## config.mk

```make
export PLATFORM = sky130hd
export DESIGN_NAME = lift_homing_sequencer
export DESIGN_NICKNAME = d
export VERILOG_FILES = /design/src/rtl/core/lhs_pkg.sv /design/src/rtl/core/lhs_cfg_regs.sv /design/src/rtl/core/lhs_core.sv /design/src/rtl/core/lift_homing_sequencer.sv
export SDC_FILE = /design/constraint.sdc
export NUM_CORES = 1
export LEC_CHECK = 0
export BUFFER_PORTS_ARGS = -buffer_cell sky130_fd_sc_hd__buf_2
export CORE_MARGIN = 1.5
export CORE_UTILIZATION = 54
export CTS_CLUSTER_SIZE = 14
export DETAILED_ROUTE_END_ITERATION = 8
export PLACE_DENSITY = 0.76
export SLEW_MARGIN = 0
export SYNTH_ARGS = -nofsm -noshare
export SYNTH_HDL_FRONTEND = slang
export SYNTH_SLANG_ARGS = --single-unit
```

## constraint.sdc

```tcl
create_clock -name clk_i -period 3.55 [get_ports clk_i]
set_clock_uncertainty 0.05 [all_clocks]
set_input_delay 0.71 -clock clk_i [delete_from_list [all_inputs] [get_ports clk_i]]
set_output_delay 0.71 -clock clk_i [all_outputs]
set_load 0.05 [all_outputs]
```

## src/rtl/core/lhs_pkg.sv

```systemverilog
// shared types, codes and reset constants for the lift homing sequencer
// no dependencies; imported by every rtl module of the block
package lhs_pkg;

  localparam int CfgW             = 16;
  localparam int CfgIdxW          = 2;
  localparam int DelayBitsDefault = 16;

  localparam logic [CfgW-1:0] SettleReset = 16'd1000;
  localparam logic [CfgW-1:0] IndexReset  = 16'd2000;
  localparam logic [CfgW-1:0] BrakeReset  = 16'd20;
  localparam logic [CfgW-1:0] AbortReset  = 16'd1000;

  typedef enum logic [CfgIdxW-1:0] {
    REG_SETTLE = 2'd0,
    REG_INDEX  = 2'd1,
    REG_BRAKE  = 2'd2,
    REG_ABORT  = 2'd3
  } cfg_reg_e;

  typedef enum logic [1:0] {
    CMD_TICK  = 2'd0,
    CMD_START = 2'd1,
    CMD_STOP  = 2'd2
  } cmd_e;

  typedef enum logic [1:0] {
    SITE_UNKNOWN = 2'd0,
    SITE_UPPER   = 2'd1,
    SITE_LOWER   = 2'd2,
    SITE_BETWEEN = 2'd3
  } site_e;

  typedef enum logic [1:0] {
    MOVE_NONE = 2'd0,
    MOVE_UP   = 2'd1,
    MOVE_DOWN = 2'd2
  } move_e;

  typedef enum logic [7:0] {
    STEP_IDLE       = 8'b0000_0001,
    STEP_SEEK       = 8'b0000_0010,
    STEP_DRIVE_DOWN = 8'b0000_0100,
    STEP_SETTLE     = 8'b0000_1000,
    STEP_DRIVE_UP   = 8'b0001_0000,
    STEP_STOP_ZERO  = 8'b0010_0000,
    STEP_INDEX_WAIT = 8'b0100_0000,
    STEP_BRAKE      = 8'b1000_0000
  } step_e;

  typedef struct packed {
    logic [CfgW-1:0] settle;
    logic [CfgW-1:0] index;
    logic [CfgW-1:0] brake;
    logic [CfgW-1:0] abort;
  } cfg_t;

  typedef struct packed {
    logic [1:0] cmd;
    logic       upper;
    logic       lower;
  } item_t;

  // refused sits in the lowest bit
  typedef struct packed {
    logic [2:0] step;
    logic [1:0] site;
    logic       scanning;
    logic       zero;
    logic [1:0] move_dir;
    logic       jog_stop;
    logic       estop;
    logic       refused;
  } result_t;

  localparam int ResultW = $bits(result_t);
  localparam int OutDataW = ((ResultW + 7) / 8) * 8;

  function automatic logic [2:0] step_code(step_e s);
    logic [2:0] c;
    unique case (s)
      STEP_IDLE:       c = 3'd0;
      STEP_SEEK:       c = 3'd1;
      STEP_DRIVE_DOWN: c = 3'd2;
      STEP_SETTLE:     c = 3'd3;
      STEP_DRIVE_UP:   c = 3'd4;
      STEP_STOP_ZERO:  c = 3'd5;
      STEP_INDEX_WAIT: c = 3'd6;
      STEP_BRAKE:      c = 3'd7;
      default:         c = 3'd0;
    endcase
    return c;
  endfunction

endpackage

```

## src/rtl/core/lhs_cfg_regs.sv

```systemverilog
// configuration register bank: settle, index, brake and abort brake delays
// depends on lhs_pkg
module lhs_cfg_regs import lhs_pkg::*; (
  input  logic               clk_i,
  input  logic               rst_ni,
  input  logic               cfg_we_i,
  input  logic [CfgIdxW-1:0] cfg_idx_i,
  input  logic [CfgW-1:0]    cfg_wdata_i,
  output cfg_t               cfg_o
);

  cfg_t cfg_q, cfg_d;

  always_comb begin
    cfg_d = cfg_q;
    if (cfg_we_i) begin
      unique case (cfg_reg_e'(cfg_idx_i))
        REG_SETTLE: cfg_d.settle = cfg_wdata_i;
        REG_INDEX:  cfg_d.index  = cfg_wdata_i;
        REG_BRAKE:  cfg_d.brake  = cfg_wdata_i;
        REG_ABORT:  cfg_d.abort  = cfg_wdata_i;
        default:    cfg_d = cfg_q;
      endcase
    end
  end

  always_ff @(posedge clk_i or negedge rst_ni) begin
    if (!rst_ni) begin
      cfg_q.settle <= SettleReset;
      cfg_q.index  <= IndexReset;
      cfg_q.brake  <= BrakeReset;
      cfg_q.abort  <= AbortReset;
    end else begin
      cfg_q <= cfg_d;
    end
  end

  assign cfg_o = cfg_q;

endmodule

```

## src/rtl/core/lhs_core.sv

```systemverilog
// position tracking and homing step logic with its state registers
// depends on lhs_pkg; state advances on the fire strobe from the top level
module lhs_core import lhs_pkg::*; #(
  parameter int DELAY_BITS = DelayBitsDefault
) (
  input  logic    clk_i,
  input  logic    rst_ni,
  input  logic    fire_i,
  input  item_t   item_i,
  input  cfg_t    cfg_i,
  output result_t result_o
);

  localparam int ExtW = (DELAY_BITS > CfgW) ? DELAY_BITS : CfgW;

  function automatic logic [DELAY_BITS-1:0] fit_delay(logic [CfgW-1:0] v);
    logic [ExtW-1:0] w;
    w = ExtW'(v);
    return w[DELAY_BITS-1:0];
  endfunction

  site_e                 site_q, site_d;
  step_e                 step_q, step_d;
  logic                  scan_q, scan_d;
  logic [DELAY_BITS-1:0] cnt_q, cnt_d;

  logic [DELAY_BITS-1:0] cnt_dec;
  logic                  cnt_done;
  logic                  refused, estop, jstop, zero;
  move_e                 dir;

  // wait ends on the tick where the count is or reaches zero
  assign cnt_dec  = (cnt_q != '0) ? cnt_q - 1'b1 : cnt_q;
  assign cnt_done = (cnt_dec == '0);

  always_comb begin
    site_d  = site_q;
    step_d  = step_q;
    scan_d  = scan_q;
    cnt_d   = cnt_q;
    refused = 1'b0;
    estop   = 1'b0;
    jstop   = 1'b0;
    zero    = 1'b0;
    dir     = MOVE_NONE;
    unique case (item_i.cmd)
      CMD_START: begin
        if (step_q == STEP_IDLE) step_d = STEP_SEEK;
        else refused = 1'b1;
      end
      CMD_STOP: begin
        step_d = STEP_BRAKE;
        jstop  = 1'b1;
        cnt_d  = fit_delay(cfg_i.abort);
      end
      CMD_TICK: begin
        // both switches active count as the upper limit
        if (site_q == SITE_UNKNOWN) begin
          site_d = item_i.upper ? SITE_UPPER : (item_i.lower ? SITE_LOWER : SITE_BETWEEN);
        end else if (item_i.upper) begin
          site_d = SITE_UPPER;
          estop  = (site_q != SITE_UPPER);
        end else if (item_i.lower) begin
          site_d = SITE_LOWER;
          estop  = (site_q != SITE_LOWER);
        end else begin
          site_d = SITE_BETWEEN;
        end

        unique case (step_q)
          STEP_IDLE: ;
          STEP_SEEK: begin
            scan_d = 1'b1;
            if (site_d == SITE_LOWER) begin
              step_d = STEP_DRIVE_UP;
              dir    = MOVE_UP;
            end else begin
              step_d = STEP_DRIVE_DOWN;
              dir    = MOVE_DOWN;
            end
          end
          STEP_DRIVE_DOWN: begin
            if (site_d == SITE_LOWER) begin
              step_d = STEP_SETTLE;
              cnt_d  = fit_delay(cfg_i.settle);
            end
          end
          STEP_SETTLE: begin
            cnt_d = cnt_dec;
            if (cnt_done) begin
              step_d = STEP_DRIVE_UP;
              dir    = MOVE_UP;
            end
          end
          STEP_DRIVE_UP: begin
            if (site_d == SITE_BETWEEN) step_d = STEP_STOP_ZERO;
          end
          STEP_STOP_ZERO: begin
            step_d = STEP_INDEX_WAIT;
            jstop  = 1'b1;
            zero   = 1'b1;
            cnt_d  = fit_delay(cfg_i.index);
          end
          STEP_INDEX_WAIT: begin
            cnt_d = cnt_dec;
            if (cnt_done) begin
              step_d = STEP_BRAKE;
              zero   = 1'b1;
              cnt_d  = fit_delay(cfg_i.brake);
            end
          end
          STEP_BRAKE: begin
            cnt_d = cnt_dec;
            if (cnt_done) begin
              step_d = STEP_IDLE;
              scan_d = 1'b0;
            end
          end
          default: step_d = step_q;
        endcase
      end
      default: ;
    endcase
  end

  always_ff @(posedge clk_i or negedge rst_ni) begin
    if (!rst_ni) begin
      site_q <= SITE_UNKNOWN;
      step_q <= STEP_IDLE;
      scan_q <= 1'b0;
      cnt_q  <= '0;
    end else if (fire_i) begin
      site_q <= site_d;
      step_q <= step_d;
      scan_q <= scan_d;
      cnt_q  <= cnt_d;
    end
  end

  always_comb begin
    result_o.step     = step_code(step_d);
    result_o.site     = site_d;
    result_o.scanning = scan_d;
    result_o.zero     = zero;
    result_o.move_dir = dir;
    result_o.jog_stop = jstop;
    result_o.estop    = estop;
    result_o.refused  = refused;
  end

endmodule

```

## src/rtl/core/lift_homing_sequencer.sv

```systemverilog
// Lift homing sequencer.
// Slave stream: one word per tick or request. tuser carries the command
// (tick, start homing, stop homing); tdata carries the limit switch levels.
// Master stream: one result word per accepted input word, in order, with
// the strobes of that item (refused, emergency stop, jog stop, move
// direction, zero position) and the state after it (scanning flag,
// platform site, homing step).
// Configuration: write enable, register index and 16 bit data for the
// settle, index, brake and abort brake delays; write only while idle.
// Each word passes one input register stage, then the tracking and homing step
// logic into the result register. Throughput is one word per cycle while the
// receiver takes every result, as the homing step register and delay counter
// update on each accepted word.
// When the receiver stalls the result register holds and the input stage
// holds the next word; tready drops only when both are full.
// Reset clears the state to unknown site, idle step, scanning off, count
// zero, the delay registers to their defaults, and empties both stages.
module lift_homing_sequencer import lhs_pkg::*; #(
  parameter int DELAY_BITS = DelayBitsDefault
) (
  input  logic                clk_i,
  input  logic                rst_ni,
  input  logic                s_axis_tvalid,
  output logic                s_axis_tready,
  input  logic [7:0]          s_axis_tdata,   // upper_switch, lower_switch
  input  logic [1:0]          s_axis_tuser,   // cmd
  output logic                m_axis_tvalid,
  input  logic                m_axis_tready,
  // refused, emergency_stop, jog_stop, move_dir, zero_position, scanning,
  // platform_site, step_now
  output logic [OutDataW-1:0] m_axis_tdata,
  input  logic                cfg_we_i,
  input  logic [CfgIdxW-1:0]  cfg_idx_i,
  input  logic [CfgW-1:0]     cfg_wdata_i
);

  cfg_t    cfg;
  result_t result;
  item_t   item_q;
  logic    in_valid_q, in_valid_d;
  result_t out_q;
  logic    out_valid_q, out_valid_d;
  logic    fire;

  lhs_cfg_regs u_cfg (
    .clk_i       (clk_i),
    .rst_ni      (rst_ni),
    .cfg_we_i    (cfg_we_i),
    .cfg_idx_i   (cfg_idx_i),
    .cfg_wdata_i (cfg_wdata_i),
    .cfg_o       (cfg)
  );

  lhs_core #(
    .DELAY_BITS (DELAY_BITS)
  ) u_core (
    .clk_i    (clk_i),
    .rst_ni   (rst_ni),
    .fire_i   (fire),
    .item_i   (item_q),
    .cfg_i    (cfg),
    .result_o (result)
  );

  assign fire          = in_valid_q && (!out_valid_q || m_axis_tready);
  assign s_axis_tready = !in_valid_q || fire;

  always_comb begin
    in_valid_d = in_valid_q;
    if (s_axis_tvalid && s_axis_tready) in_valid_d = 1'b1;
    else if (fire) in_valid_d = 1'b0;
    out_valid_d = out_valid_q;
    if (fire) out_valid_d = 1'b1;
    else if (m_axis_tready) out_valid_d = 1'b0;
  end

  always_ff @(posedge clk_i or negedge rst_ni) begin
    if (!rst_ni) begin
      in_valid_q  <= 1'b0;
      out_valid_q <= 1'b0;
    end else begin
      in_valid_q  <= in_valid_d;
      out_valid_q <= out_valid_d;
    end
  end

  always_ff @(posedge clk_i) begin
    if (s_axis_tvalid && s_axis_tready) begin
      item_q.cmd   <= s_axis_tuser;
      item_q.upper <= s_axis_tdata[0];
      item_q.lower <= s_axis_tdata[1];
    end
    if (fire) out_q <= result;
  end

  assign m_axis_tvalid = out_valid_q;
  assign m_axis_tdata  = OutDataW'(out_q);

endmodule

```

Yosys cells after proc, flatten, opt, wreduce, memory -nomap -nowiden
Index checks and enable logic that the tools add are counted.
- word-level logic and storage cells: 106
- output and inout port bits: 18
- input bits: 33
- register bits: 109
- multiplexer cells: 36
- reduce and logical (&&, ||, !) cells: 21
- equal/unequal tests: 26
- add/sub/neg operators: 1
- bitwise gates (word level): 1
- operators by type and width (operator ; number):
    one-hot mux 16 bit (4 select lines) ; 1
    one-hot mux 8 bit (7 select lines) ; 1
    2-to-1 mux 16 bit ; 3
    2-to-1 mux 8 bit ; 6
    one-hot mux 16 bit (2 select lines) ; 1
    one-hot mux 8 bit (3 select lines) ; 1
    one-hot mux 3 bit (7 select lines) ; 1
    equality test 8 x 2 -> 1 bit (second input constant) ; 2
    equality test 8 x 3 -> 1 bit (second input constant) ; 2
    equality test 8 x 4 -> 1 bit (second input constant) ; 2
    equality test 8 x 5 -> 1 bit (second input constant) ; 2
    equality test 8 x 6 -> 1 bit (second input constant) ; 2
    equality test 8 x 7 -> 1 bit (second input constant) ; 2
    equality test 8 bit (second input constant) ; 2
    logical NOT 16 bit ; 1
    nonzero test 16 bit ; 1
    subtractor 16 x 1 -> 16 bit (second input constant) ; 1
    2-to-1 mux 1 bit ; 13
    equality test 2 bit (second input constant) ; 5
    equality test 8 x 1 -> 1 bit (second input constant) ; 1
    2-to-1 mux 2 bit ; 4
    AND reduction 2 bit ; 4
    logical NOT 2 bit ; 3
    one-hot mux 1 bit (2 select lines) ; 3
    14 further kinds ; 21

Longest topological paths before layout
- word-level depth: 9
- depth in mapped cells: 13
- depth with buffers taken out: 12

Modules after synthesis
Synthesis repeated with hierarchy kept, for this count alone.
- cells, all modules: 580
- area, all modules: 6013.3 um^2
- modules (own cells, without submodules) (module ; area each (um^2) ; cells each ; times used ; sequential area each (um^2)):
    lhs_core ; 2959.1 ; 415 ; 1 ; 676.9
    lhs_cfg_regs ; 2436.1 ; 136 ; 1 ; 1626.6
    lift_homing_sequencer ; 618.1 ; 29 ; 1 ; 530.5

Least setup slack after synthesis
Ideal clock, no wire load.
- path type: reg-to-reg
- from: register u_core.cnt_q[7]
- to: register out_q, in the netlist m_axis_tdata[9], data pin
- data required time: 3.244 ns
- path slack: 0.100 ns
- path buffers: 1
- clock period less this slack: 3.450 ns
- cell stages (with the launch flop): 12
- arrival time: 3.144 ns
- setup time: 0.256 ns
- cell sequence: dfrtp_1 or4_4 or4_4 or3_1 a211oi_1 and4_1 buf_4 nor2_1 o221ai_2 nand2b_1 nor4b_2 a41o_1
- RTL lines (what ; line ; RTL):
    start, declared ; lhs_core.sv:25 ; logic [DELAY_BITS-1:0] cnt_q, cnt_d;
    start signal, assigned ; lhs_core.sv:136 ; cnt_q <= cnt_d;
    end signal, assigned ; lift_homing_sequencer.sv:93 ; if (fire) out_q <= result;
    end, declared ; lift_homing_sequencer.sv:41 ; result_t out_q;

==> results.py <==
metrics = {
    "setup_path": {
        "critPathArrivalTime_ps": 3570,
        "critical_path_class": "flip-flop to flip-flop",
        "crit_fanout": 5,
        "worstSetupEndpointType": "flip-flop",
        "r2r-start": "u_core.cnt_q[7]$_DFFE_PN0P_",
        "crit_top_cell": "or4_4",
        "worst_ep_required_time_ps": 3630,
        "worst_path_max_delay_cell": "or4_4",
        "r2r.worst_path.cells": 10,
        "crit_chain": "or4_4, or4_4, or3_4, a21oi_4, nand4_4, a21boi_4, o31a_1, xor2_1, o22a_1, nor3_2",
        "start_kind": "flip-flop",
        "cp-startpoint": "u_core.cnt_q[7]$_DFFE_PN0P_",
        "critical_path.max_stage_delay_ps": 550,
    },
    "pwr": {
        "power_leakage_uw": 0.002675,
        "pwr_density_cell_nw_per_um2": 622.8,
        "totalPowerFinal_uw": 4128,
        "ir_drop_v": 0.0003292,
    },
    "place": {
        "dp_hpwl_mm": 9.616,
        "portBuffers": 40,
        "place_congestion": 0.9539,
        "postPlaceCellArea_um2": 6242,
    },
    "routing": {
        "drtPass1Iterations": 5,
        "avgViaCountPerCell": 6.096,
        "wire_per_inst_um": 18.42,
        "routed_wirelength_mm": 13.69,
        "ant_nets": 0,
        "drc_errors": 0,
        "drt_iter0_markers": 396,
        "vias": 4529,
    },
    "floorplanning": {
        "die_w_um": 105.9,
        "pin_count": 51,
        "num_rows": 37,
        "core_area_um2": 10280,
        "dieArea_um2": 11210,
        "die_height_um": 105.9,
        "start_util_pct": 55.60,
    },
    "worst_hold_path": {
        "min_path_type": "input pin to asynchronous set/reset pin",
    },
    "synth": {
        "synthTopCellsByCount": "dfrtp_1, mux2_2, o21ai_0",
        "synth.area.top_cells": "dfrtp_1, mux2_2, dfstp_2, edfxtp_1, o21ai_0",
        "synth_area_um2": 5714,
        "async_flop_share_pct": 85.32,
        "synth_top_area_share_pct": 31.53,
        "syn-instance-count": 531,
        "ys_types": 67,
        "synth.largest_area_cell": "dfrtp_1",
        "synth_ff_type": "dfrtp_1",
        "post-synth-top-count-cell": "dfrtp_1",
        "ys_ff_latch": 109,
        "seq_area_frac_synth_pct": 49.59,
        "avgSynthCellArea_um2": 10.76,
        "synth_warnings": 0,
        "synth_edf_count": 16,
    },
    "sta": {
        "fin_hold_ws_ps": 269.3,
        "fin_setup_tns_ps": 0,
        "min_period_ps": 3497,
        "min_period_over_period_pct": 98.51,
        "finalHoldViolations": 0,
        "grt_setup_unrepaired": "true",
        "slew_viol_final": 0,
        "tightest_slew_ps": 1058,
        "fmax_mhz": 285.9,
        "max_slew_margin_pct": 29.24,
        "finalSetupViolCount": 0,
    },
    "final_layout": {
        "final_area_um2": 6628,
        "post-route-util_pct": 64.49,
        "area_growth_pct": 15.98,
        "fillers": 850,
        "regArea_um2": 2835,
        "drive_above_1_share_pct": 37.40,
        "n_antenna_cell": 0,
        "multi_input_area_um2": 2849,
        "finalNetCount": 636,
    },
    "clock_network": {
        "cts_max_path_buffers": 2,
        "hold_buffers": 0,
        "clock-sinks": 109,
        "clock_latency_ps": 380,
        "numCtsBuffers": 9,
        "tritoncts": "yes",
        "cts_max_level": 3,
        "path_clk_slew_ps": 100,
        "cts_root_buf": "clkbuf_8",
    },
    "global_routing": {
        "grt_pass1_vias": 4458,
        "overflow": 0,
        "grt_pass1_wl_mm": 22.63,
        "grt_max_degree": 44,
        "grt_usage_pct": 26.12,
        "antenna_found_initial": 0,
    },
    "job": {
        "max_cap_violations": 0,
    },
    "outcome": {
        "status": "complete, no violations",
    },
}
[where the power goes]
group          total [µW]  internal, µW  switching (µW)
clock                 709           278             431
combinational        1690           756             937
sequential           1730          1550             175
total                4130          2580            1540
[path summary, 6_finish.rpt]
| check | slack, ps | to |
|---|---|---|
| setup / recovery | 50 | m_axis_tdata[10]$_DFFE_PP_ |
| hold / removal | 270 | u_core.step_q[1]$_DFFE_PN0P_ |
| setup reg to reg | 50 | m_axis_tdata[10]$_DFFE_PP_ |
| hold reg to reg | 460 | m_axis_tvalid$_DFFE_PN0P_ |
| max in group asynchronous | 2350 | u_cfg.cfg_o[18]$_DFFE_PN1P_ |
| min in group clk_i | 450 | item_q[1]$_DFFE_PP_ |
[final cells by class]
type,instances,area share (%)
multi-input cells,387,42.99
flip-flops and latches,109,42.78
repair buffers,88,8.495
well taps,136,2.567
clock buffers,10,2.077
clock inverters,6,0.6985
inverters,7,0.3965
[repair_timing]
action	4_1_cts	5_1_grt
resized for setup	4	17
pin swaps	4	9
hold endpoints to repair	0	0
setup buffers	4	8
setup endpoints to repair	1	4
[sequential cells by signal (all words and copies together) (netlist names)]
name,cells
u_core.cnt_q,16
item_q,4
m_axis_tvalid,1
u_cfg.cfg_o,64
in_valid_q,1
u_core.scan_q,1
u_core.step_q,8
m_axis_tdata,12
u_core.site_q,2
[critical path, delay by kind of cell, from the launching register on]
| kind | cells | cell delay (ps) |
|---|---|---|
| AO/OA/AOI/OAI | 4 | 940 |
| XOR/XNOR | 1 | 220 |
| flip-flops | 1 | 380 |
| AND/OR/NAND/NOR | 5 | 1630 |
[layout by cell type (no fill, tap or decap), types with 16 or more instances in the layout]
cell type  instances
a21oi_1           37
buf_2             39
buf_4             49
dfrtp_1           71
dfstp_2           21
edfxtp_1          16
mux2_2            70
nand2_1           43
nor2_1            28
o21ai_0           44
[stage by stage]
| stage | setup WS (ps) | instances |
|---|---|---|
| 6_report | 52.72 | 743 |
| 5_1_grt | -54.28 | 743 |
| 4_1_cts | 16.53 | 735 |
| 3_5_place_dp | -26.64 | 715 |
| 3_3_place_gp | 2.531 | 715 |
| 2_1_floorplan | 99.85 | 534 |
[cell families (layout without fill, tap and decap cells)]
| logic type | count (synthesis) | in the layout | synth area share [%] |
|---|---|---|---|
| buffers and inverters | 38 | 111 | 2.912 |
| adder cells (fa/ha/maj) | 1 | 1 | 0.2189 |
| multiplexers | 71 | 71 | 13.97 |
| other | 1 | 4 | 0.06563 |
| AO/OA/AOI/OAI | 143 | 143 | 16.16 |
| AND/OR/NAND/NOR | 159 | 159 | 15.70 |
| flip-flops | 109 | 109 | 49.59 |
| XOR/XNOR | 9 | 9 | 1.379 |
[layer usage]
metal / vias up / routed length, µm / track usage, %
li1: 2121 / - / -
met1: 2237 / 5963 / 34.03
met2: 143 / 6684 / 43.14
met3: 28 / 688 / 4.515
met4: 0 / 352 / 11.00
met5: - / 0 / 0
No activity file was read; power rests on OpenSTA's default activity.
